[config.mk]
export PLATFORM = sky130hd
export DESIGN_NAME = wake_retry_table
export DESIGN_NICKNAME = d
export VERILOG_FILES = /design/src/design/wrt_pkg.sv /design/src/design/wake_retry_table.sv
export SDC_FILE = /design/constraint.sdc
export NUM_CORES = 2
export LEC_CHECK = 0
export BUFFER_PORTS_ARGS = -buffer_cell sky130_fd_sc_hd__buf_2
export CAP_MARGIN = 10
export CORE_ASPECT_RATIO = 0.7
export CORE_MARGIN = 2
export CORE_UTILIZATION = 60
export DETAILED_ROUTE_END_ITERATION = 8
export PLACE_DENSITY = 0.75
export REMOVE_ABC_BUFFERS = 1
export SYNTH_ARGS = -nofsm -noshare
export SYNTH_HDL_FRONTEND = slang
export SYNTH_SLANG_ARGS = --single-unit
[constraint.sdc]
create_clock -name clk -period 19.65 [get_ports clk]
set_input_delay 0.9825 -clock clk [delete_from_list [all_inputs] [get_ports clk]]
set_output_delay 0.9825 -clock clk [all_outputs]
set_load 0.03 [all_outputs]
[src/design/wrt_pkg.sv]
// ----------------------------------------------------------------------------
// wrt_pkg: shared types and codes of the wake retry table
// Request and response words, opcodes, result kinds, register indexes.
// ----------------------------------------------------------------------------
package wrt_pkg;

	localparam int TABLE_DEPTH = 16;
	localparam int SLOT_W      = (TABLE_DEPTH > 1) ? $clog2(TABLE_DEPTH) : 1;

	localparam int CFG_IDX_W  = 8;
	localparam int CFG_DATA_W = 16;

	localparam logic [CFG_IDX_W-1:0] REG_ACK_TIMEOUT = 8'd0;
	localparam logic [CFG_IDX_W-1:0] REG_RETRY_LIM   = 8'd1;

	localparam logic [15:0] ACK_TIMEOUT_RST = 16'd5000;
	localparam logic [7:0]  RETRY_LIM_RST   = 8'd3;

	localparam logic [2:0] OP_SEND  = 3'd0;
	localparam logic [2:0] OP_ACK   = 3'd1;
	localparam logic [2:0] OP_DONE  = 3'd2;
	localparam logic [2:0] OP_CLOSE = 3'd3;
	localparam logic [2:0] OP_TICK  = 3'd4;

	localparam logic [3:0] KIND_STORED    = 4'd0;
	localparam logic [3:0] KIND_REPLACED  = 4'd1;
	localparam logic [3:0] KIND_FULL      = 4'd2;
	localparam logic [3:0] KIND_REMOVED   = 4'd3;
	localparam logic [3:0] KIND_NOT_FOUND = 4'd4;
	localparam logic [3:0] KIND_RESEND    = 4'd5;
	localparam logic [3:0] KIND_FAILED    = 4'd6;
	localparam logic [3:0] KIND_SKIPPED   = 4'd7;
	localparam logic [3:0] KIND_DONE      = 4'd8;

	typedef struct packed {
		logic [2:0]  opcode;
		logic [31:0] msg_tag;
		logic [15:0] device;
		logic [31:0] now_ms;
	} req_t;

	typedef struct packed {
		logic [3:0]  kind;
		logic [3:0]  slot;
		logic [31:0] tag_out;
		logic [15:0] device_out;
		logic [7:0]  retries;
		logic        last;
	} rsp_t;

endpackage

[src/design/wake_retry_table.sv]
// ----------------------------------------------------------------------------
// wake_retry_table: pending wake message table with resend timer
// Holds messages awaiting acknowledgment; a tick resends, skips or fails
// expired entries with a wrap-safe deadline check.
// ----------------------------------------------------------------------------
// Usage:
//  - req channel (req_valid/req_ready/req) takes one command word: send, ack,
//    done, session closed or tick. rsp channel returns result words; the
//    final word of a command has last set.
//  - cfg channel writes the ack timeout in ms (index 0) and the retry limit
//    (index 1). It is always ready; write it only while the table is idle.
//  - Every command walks all TABLE_DEPTH slots, one slot per cycle unless a
//    tick holds the walk (below), through a single slot read port and one
//    deadline compare, then emits the closing word and goes back to idle to
//    take the next word. req_ready is low until the table is back in idle.
//  - A tick reports expired entries from inside the walk; if rsp is stalled
//    while an expired slot comes up, the walk holds on that slot.
//  - One response word is buffered, so the closing word can wait in the
//    output register while the next command is taken.
//  - Reset empties the table and loads a 5000 ms timeout and a retry limit
//    of 3.
// ----------------------------------------------------------------------------
module wake_retry_table (
	input  logic                            clk,
	input  logic                            arst_n,
	input  logic                            req_valid,
	output logic                            req_ready,
	input  wrt_pkg::req_t                   req,
	output logic                            rsp_valid,
	input  logic                            rsp_ready,
	output wrt_pkg::rsp_t                   rsp,
	input  logic                            cfg_valid,
	output logic                            cfg_ready,
	input  logic [wrt_pkg::CFG_IDX_W-1:0]   cfg_index,
	input  logic [wrt_pkg::CFG_DATA_W-1:0]  cfg_data
);

	typedef enum logic [1:0] {ST_IDLE, ST_SCAN, ST_FINISH} state_t;

	localparam int DEPTH = wrt_pkg::TABLE_DEPTH;
	localparam int SW    = wrt_pkg::SLOT_W;
	localparam logic [SW-1:0] IDX_LAST = SW'(DEPTH - 1);

	state_t            state_q;
	wrt_pkg::req_t     req_q;
	logic [31:0]       renew_q;
	logic [SW-1:0]     idx_q;
	logic              match_q;
	logic [SW-1:0]     match_idx_q;
	logic [15:0]       match_dev_q;
	logic [7:0]        match_ret_q;
	logic              free_q;
	logic [SW-1:0]     free_idx_q;
	logic [DEPTH-1:0]  valid_q;
	logic [15:0]       ack_timeout_q;
	logic [7:0]        retry_lim_q;
	logic              rsp_valid_q;
	wrt_pkg::rsp_t     rsp_q;

	logic [31:0] tag_mem      [DEPTH];
	logic [15:0] dev_mem      [DEPTH];
	logic [7:0]  retry_mem    [DEPTH];
	logic [31:0] deadline_mem [DEPTH];
	logic        deliv_mem    [DEPTH];

	logic [31:0] rd_tag, rd_deadline, age;
	logic [15:0] rd_dev;
	logic [7:0]  rd_retry, retry_inc;
	logic        rd_deliv, rd_valid;
	logic        expired, hit, can_emit, tick_event, scan_go, is_fail;
	logic        send_wr, ack_rm, tick_renew, close_clr, rsp_load;
	logic [SW-1:0] wr_idx;
	wrt_pkg::rsp_t fin_rsp;

	// single read port at the walk index
	assign rd_tag      = tag_mem[idx_q];
	assign rd_dev      = dev_mem[idx_q];
	assign rd_retry    = retry_mem[idx_q];
	assign rd_deadline = deadline_mem[idx_q];
	assign rd_deliv    = deliv_mem[idx_q];
	assign rd_valid    = valid_q[idx_q];

	// wrap-safe: expired when now - deadline is non-negative as signed
	assign age        = req_q.now_ms - rd_deadline;
	assign expired    = ~age[31];
	assign hit        = rd_valid && (rd_tag == req_q.msg_tag);
	assign retry_inc  = rd_retry + 8'd1;
	assign is_fail    = (rd_retry >= retry_lim_q);
	assign can_emit   = !rsp_valid_q || rsp_ready;
	assign tick_event = (state_q == ST_SCAN) && (req_q.opcode == wrt_pkg::OP_TICK)
		&& rd_valid && expired;
	assign scan_go    = (state_q == ST_SCAN) && (!tick_event || can_emit);

	assign tick_renew = scan_go && tick_event && !is_fail && rd_deliv;
	assign close_clr  = scan_go && (req_q.opcode == wrt_pkg::OP_CLOSE) && rd_valid
		&& (rd_dev == req_q.device);
	assign send_wr    = (state_q == ST_FINISH) && can_emit
		&& (req_q.opcode == wrt_pkg::OP_SEND) && (match_q || free_q);
	assign ack_rm     = (state_q == ST_FINISH) && can_emit && match_q
		&& ((req_q.opcode == wrt_pkg::OP_ACK) || (req_q.opcode == wrt_pkg::OP_DONE));
	assign wr_idx     = match_q ? match_idx_q : free_idx_q;
	assign rsp_load   = (scan_go && tick_event) || ((state_q == ST_FINISH) && can_emit);

	assign req_ready = (state_q == ST_IDLE);
	assign cfg_ready = 1'b1;
	assign rsp_valid = rsp_valid_q;
	assign rsp       = rsp_q;

	// closing word of the command
	always_comb begin
		fin_rsp      = '0;
		fin_rsp.kind = wrt_pkg::KIND_DONE;
		fin_rsp.last = 1'b1;
		unique case (req_q.opcode) inside
			wrt_pkg::OP_SEND: begin
				fin_rsp.tag_out    = req_q.msg_tag;
				fin_rsp.device_out = req_q.device;
				if (match_q) begin
					fin_rsp.kind = wrt_pkg::KIND_REPLACED;
					fin_rsp.slot = 4'(match_idx_q);
				end else if (free_q) begin
					fin_rsp.kind = wrt_pkg::KIND_STORED;
					fin_rsp.slot = 4'(free_idx_q);
				end else begin
					fin_rsp.kind = wrt_pkg::KIND_FULL;
				end
			end
			wrt_pkg::OP_ACK, wrt_pkg::OP_DONE: begin
				fin_rsp.tag_out = req_q.msg_tag;
				if (match_q) begin
					fin_rsp.kind       = wrt_pkg::KIND_REMOVED;
					fin_rsp.slot       = 4'(match_idx_q);
					fin_rsp.device_out = match_dev_q;
					fin_rsp.retries    = match_ret_q;
				end else begin
					fin_rsp.kind = wrt_pkg::KIND_NOT_FOUND;
				end
			end
			wrt_pkg::OP_CLOSE: begin
				fin_rsp.device_out = req_q.device;
			end
			default: ;
		endcase
	end

	// entry payload, written at the walk index or at the chosen send slot
	always_ff @(posedge clk) begin
		if (send_wr) begin
			tag_mem[wr_idx]      <= req_q.msg_tag;
			dev_mem[wr_idx]      <= req_q.device;
			retry_mem[wr_idx]    <= 8'd0;
			deadline_mem[wr_idx] <= renew_q;
			deliv_mem[wr_idx]    <= 1'b1;
		end
		if (tick_renew) begin
			retry_mem[idx_q]    <= retry_inc;
			deadline_mem[idx_q] <= renew_q;
		end
		if (close_clr) begin
			deliv_mem[idx_q] <= 1'b0;
		end
	end

	always_ff @(posedge clk or negedge arst_n) begin
		if (!arst_n) begin
			state_q       <= ST_IDLE;
			valid_q       <= '0;
			rsp_valid_q   <= 1'b0;
			ack_timeout_q <= wrt_pkg::ACK_TIMEOUT_RST;
			retry_lim_q   <= wrt_pkg::RETRY_LIM_RST;
			idx_q         <= '0;
			match_q       <= 1'b0;
			free_q        <= 1'b0;
		end else begin
			if (cfg_valid) begin
				unique case (cfg_index)
					wrt_pkg::REG_ACK_TIMEOUT: ack_timeout_q <= cfg_data;
					wrt_pkg::REG_RETRY_LIM:   retry_lim_q   <= cfg_data[7:0];
					default: ;
				endcase
			end
			if (rsp_load) begin
				rsp_valid_q <= 1'b1;
			end else if (rsp_ready) begin
				rsp_valid_q <= 1'b0;
			end

			unique case (state_q)
				ST_IDLE: begin
					if (req_valid) begin
						req_q   <= req;
						renew_q <= req.now_ms + {16'd0, ack_timeout_q};
						idx_q   <= '0;
						match_q <= 1'b0;
						free_q  <= 1'b0;
						state_q <= ST_SCAN;
					end
				end
				ST_SCAN: begin
					if (scan_go) begin
						if (hit && !match_q) begin
							match_q     <= 1'b1;
							match_idx_q <= idx_q;
							match_dev_q <= rd_dev;
							match_ret_q <= rd_retry;
						end
						if (!rd_valid && !free_q) begin
							free_q     <= 1'b1;
							free_idx_q <= idx_q;
						end
						if (tick_event) begin
							rsp_q.slot         <= 4'(idx_q);
							rsp_q.tag_out      <= rd_tag;
							rsp_q.device_out   <= rd_dev;
							rsp_q.last         <= 1'b0;
							if (is_fail) begin
								rsp_q.kind    <= wrt_pkg::KIND_FAILED;
								rsp_q.retries <= rd_retry;
								valid_q[idx_q] <= 1'b0;
							end else if (!rd_deliv) begin
								rsp_q.kind    <= wrt_pkg::KIND_SKIPPED;
								rsp_q.retries <= rd_retry;
							end else begin
								rsp_q.kind    <= wrt_pkg::KIND_RESEND;
								rsp_q.retries <= retry_inc;
							end
						end
						idx_q <= idx_q + SW'(1);
						if (idx_q == IDX_LAST) begin
							state_q <= ST_FINISH;
						end
					end
				end
				ST_FINISH: begin
					if (can_emit) begin
						rsp_q <= fin_rsp;
						if (send_wr) begin
							valid_q[wr_idx] <= 1'b1;
						end
						if (ack_rm) begin
							valid_q[match_idx_q] <= 1'b0;
						end
						state_q <= ST_IDLE;
					end
				end
				default: state_q <= ST_IDLE;
			endcase
		end
	end

`ifndef ASSERT_OFF
	a_start_walk: assert property (@(posedge clk) disable iff (!arst_n)
		(req_valid && req_ready) |=> (state_q == ST_SCAN && idx_q == '0))
		else $error("walk did not start at slot zero");

	a_no_overwrite: assert property (@(posedge clk) disable iff (!arst_n)
		rsp_load |-> (!rsp_valid_q || rsp_ready))
		else $error("pending response word overwritten");

	a_fail_drops: assert property (@(posedge clk) disable iff (!arst_n)
		(scan_go && tick_event && is_fail) |=> !valid_q[$past(idx_q)])
		else $error("failed entry still valid");

	a_send_holds: assert property (@(posedge clk) disable iff (!arst_n)
		send_wr |=> valid_q[$past(wr_idx)])
		else $error("sent entry not marked valid");

	a_last_ends: assert property (@(posedge clk) disable iff (!arst_n)
		((state_q == ST_FINISH) && can_emit) |=> (rsp_valid_q && rsp_q.last
			&& state_q == ST_IDLE))
		else $error("closing word missing");
`endif

endmodule
==> run metrics <==
pin count of the biggest net entering global routing 117; Cell variety after synth 67; Antenna Nets Post-Route 0; Post-synth EDFFs 1,636; flop-to-flop setup slack 12.32 ns; internal power 6.95 mW; worst hold stages 1; Die Area 115,000 um^2; Sink Count 1,685; worst endpoint required time 20.04 ns; multiplexer area fraction after synthesis 0.149; Vias 35,300; post-DR vias/cell 6.79; critical path cell sequence buf_12 -> mux4_2 -> mux4_2 -> inv_1 -> ha_1 -> a21oi_1 -> o21ai_0 -> a221oi_1 -> o32ai_1 -> nor3_1 -> xnor2_1 -> and4_1 -> nand2_1 -> a21oi_4 -> buf_4; layout cells sized above 1 0.251; Ys Warns 0; Largest stage delay, worst path 0.98 ns; Syn Area/Cell 20.1 um^2; Fin. Hold Viols 0; Synth Flop Type edfxtp_1; H-tree depth 4; largest family of logic cells by synthesized area multiplexers; Register Area 50,400 um^2; Period minus WS final 7.33 ns; hold_buf cts 0; Critical Path End deadline_mem[5][3]; sequential share of power 0.419; Mapped Area 67,300 um^2; Core ar. 111,000 um^2; initial antenna violation count 4; Clk pin slew, worst setup/hold paths 0.07 ns; Port Buffer Count 178; Nets 3,784; worst setup path start idx_q[0]; WL final 166,000 um; RSZ-0062 raised after global routing false; # setup viols final 0; status finished, final reports clean; Synth area leader edfxtp_1; RD Place Congestion 0.898; first-pass GRT wire length 243,000 um; Slew Limit Fails 0; post-route setup TNS 0 ns; clock power share 0.310; GRT Residual Overflow 0; Comb pwr share 0.271; Synth Area in XOR/XNOR 0.0142; Seq cells post-synth 1,685; Syn-to-layout area delta 11.8%; Worst Path Max Fanout 114; vias in the first global route 35,600; multi-input logic area 16,200 um^2; Setup Buffers After CTS 0; Worst-Skew Late Latency 0.80 ns; clk root buf clkbuf_16; IO Count 180; largest cells by area after synthesis edfxtp_1 (73%), mux4_2 (13%), mux2i_1 (1.6%), dfrtp_1 (1.6%), ha_1 (1.1%); post-synthesis compound-gate area fraction 0.0339; Post-Synth Adder-Cell Area 0.0113; maximum VDD drop 0.130 mV; Worst Reg2Reg Path Length in Cells 15; critical path arrival 7.73 ns; maxcap violations 0; Initial Util 0.607; Worst path top cell family by delay buffers and inverters; Initial DRC Count 5,191; Worst path slowest cell dfrtp_4; final core utilization 0.679; worst slew pin tran 1.23 ns; Levels on crit path 15; leakage power 24.6 nW; Die H 284 um; Total GRT Usage 0.294; slew margin rel. 0.182; Fmax achieved 136 MHz; switching share of power 0.298; Simple-Gate Fraction of Synth Area 0.0280; TritonRoute pass-1 iters 8; Hold Path Class in -> reg; r2r endpoint deadline_mem[5][3]; Layout Skew 0.0318 ns; Mapped Cells 3,356; Crit Reg-Reg Startpoint idx_q[0]; Final period util 0.373; post-synthesis async set-or-reset flop share 0.0291; hpwl dp 89,000 um; Seq/Total Area, Yosys 0.748; Setup CP Type reg -> reg; drt drc 0; startpoint types flip-flop; sum of buffers and inverters on the critical path 3; FILL cells 6,726; Worst path most repeated cell mux4_2; Max Buffers Root-to-Sink 3; Worst Setup End Kind flip-flop; row cnt 102; post-synth top area share 0.730; PD cells 132 nW/um^2; wire per inst 31.9 um; Psw 2.95 mW; TritonCTS Buffers 153; die width 404 um; CTS tree done; # resized after CTS 0
synthesized netlist by cell type (all sizes together), types with 35 or more instances:
library cell / number
ha: 59
mux2i: 109
edfxtp: 1636
mux2: 35
xnor2: 61
buf: 89
nor2: 131
nand2: 144
mux4: 379
xor2: 48
dfrtp: 42
a21oi: 83
clkbuf: 59
inv: 72
o21ai: 57
final cells by class:
| type | instances | share of cell area |
|---|---|---|
| clock inverters | 100 | 0.0151 |
| repair buffers | 249 | 0.0191 |
| diodes | 2 | 0.0000665 |
| multi-input cells | 1449 | 0.215 |
| flip-flops and latches | 1685 | 0.669 |
| inverters | 74 | 0.00376 |
| clock buffers | 185 | 0.0535 |
| well taps | 1456 | 0.0242 |
cells by family after synthesis:
family / after synthesis
simple gates: 414
fa+ha+maj: 60
flops: 1685
compound gates: 342
other cells: 1
mux: 523
xor+xnor: 109
buf+inv: 222
how the worst min path moves through the flow:
stage	start	end
final	req[32]	req_q[32]
after CTS	req[56]	req_q[56]
after global placement	ack_timeout_q[4]	ack_timeout_q[4]
after detailed placement	ack_timeout_q[4]	ack_timeout_q[4]
after floorplan	retry_lim_q[2]	retry_lim_q[2]
after global routing	req[71]	req_q[71]
worst reg2reg max path, stage by stage (launching register included):
cell      delay, ns
dfrtp_4        0.98
buf_12         0.77
mux4_2         0.80
mux4_2         0.47
inv_1          0.07
ha_1           0.24
a21oi_1        0.18
o21ai_0        0.11
a221oi_1       0.70
o32ai_1        0.21
nor3_1         0.38
xnor2_1        0.30
and4_1         0.50
nand2_1        0.28
a21oi_4        0.21
buf_4          0.70
state kept, by name (all words and copies together), names as in the netlist, 8 cells and up:
register / flops
match_ret_q: 8
deadline_mem: 512
deliv_mem: 16
tag_mem: 512
dev_mem: 256
retry_mem: 128
ack_timeout_q: 16
valid_q: 16
match_dev_q: 16
rsp: 65
req_q: 83
renew_q: 32
retry_lim_q: 8
layout by cell type, fill, tap and decap left out, types with 60 or more instances in the layout:
cell / count
edfxtp_1: 1636
mux4_2: 379
buf_2: 180
clkbuf_16: 156
nand2_1: 144
nor2_1: 117
mux2i_1: 109
a21oi_1: 72
buf_4: 65
xnor2_1: 61
inv_1: 60
per-layer routing:
| metal | vias to the layer above | routed length [um] | global-route usage |
|---|---|---|---|
| met1 | 18200 | 64200 | 0.441 |
| li1 | 14300 | - | - |
| met2 | 2464 | 76700 | 0.436 |
| met5 | - | 0 | 0 |
| met3 | 321 | 20600 | 0.0697 |
| met4 | 0 | 4460 | 0.0910 |
per-stage QoR:
stage	hold slack (ns)	total power [mW]	setup slack (ns)	instance area, um^2	instances
final	0.357	9.90	12.32	75200	5200
after global routing	0.327	10.3	12.00	75200	5200
after CTS	0.312	9.91	12.27	75200	5193
after detailed placement	0.506	6.85	12.39	70100	4908
after global placement	0.496	6.80	12.49	70100	4908
after floorplan	0.479	6.71	-2.88	66500	3208
power groups by stage:
stage          logic [mW]  registers [mW]  clock network [mW]
2_1_floorplan        2.29            4.42                   0
3_3_place_gp         2.59            4.21                   0
3_5_place_dp         2.63            4.22                   0
4_1_cts              2.67            4.15                3.10
5_1_grt              2.86            4.15                3.24
6_report             2.69            4.15                3.07
(Power assumes the default switching activity.)
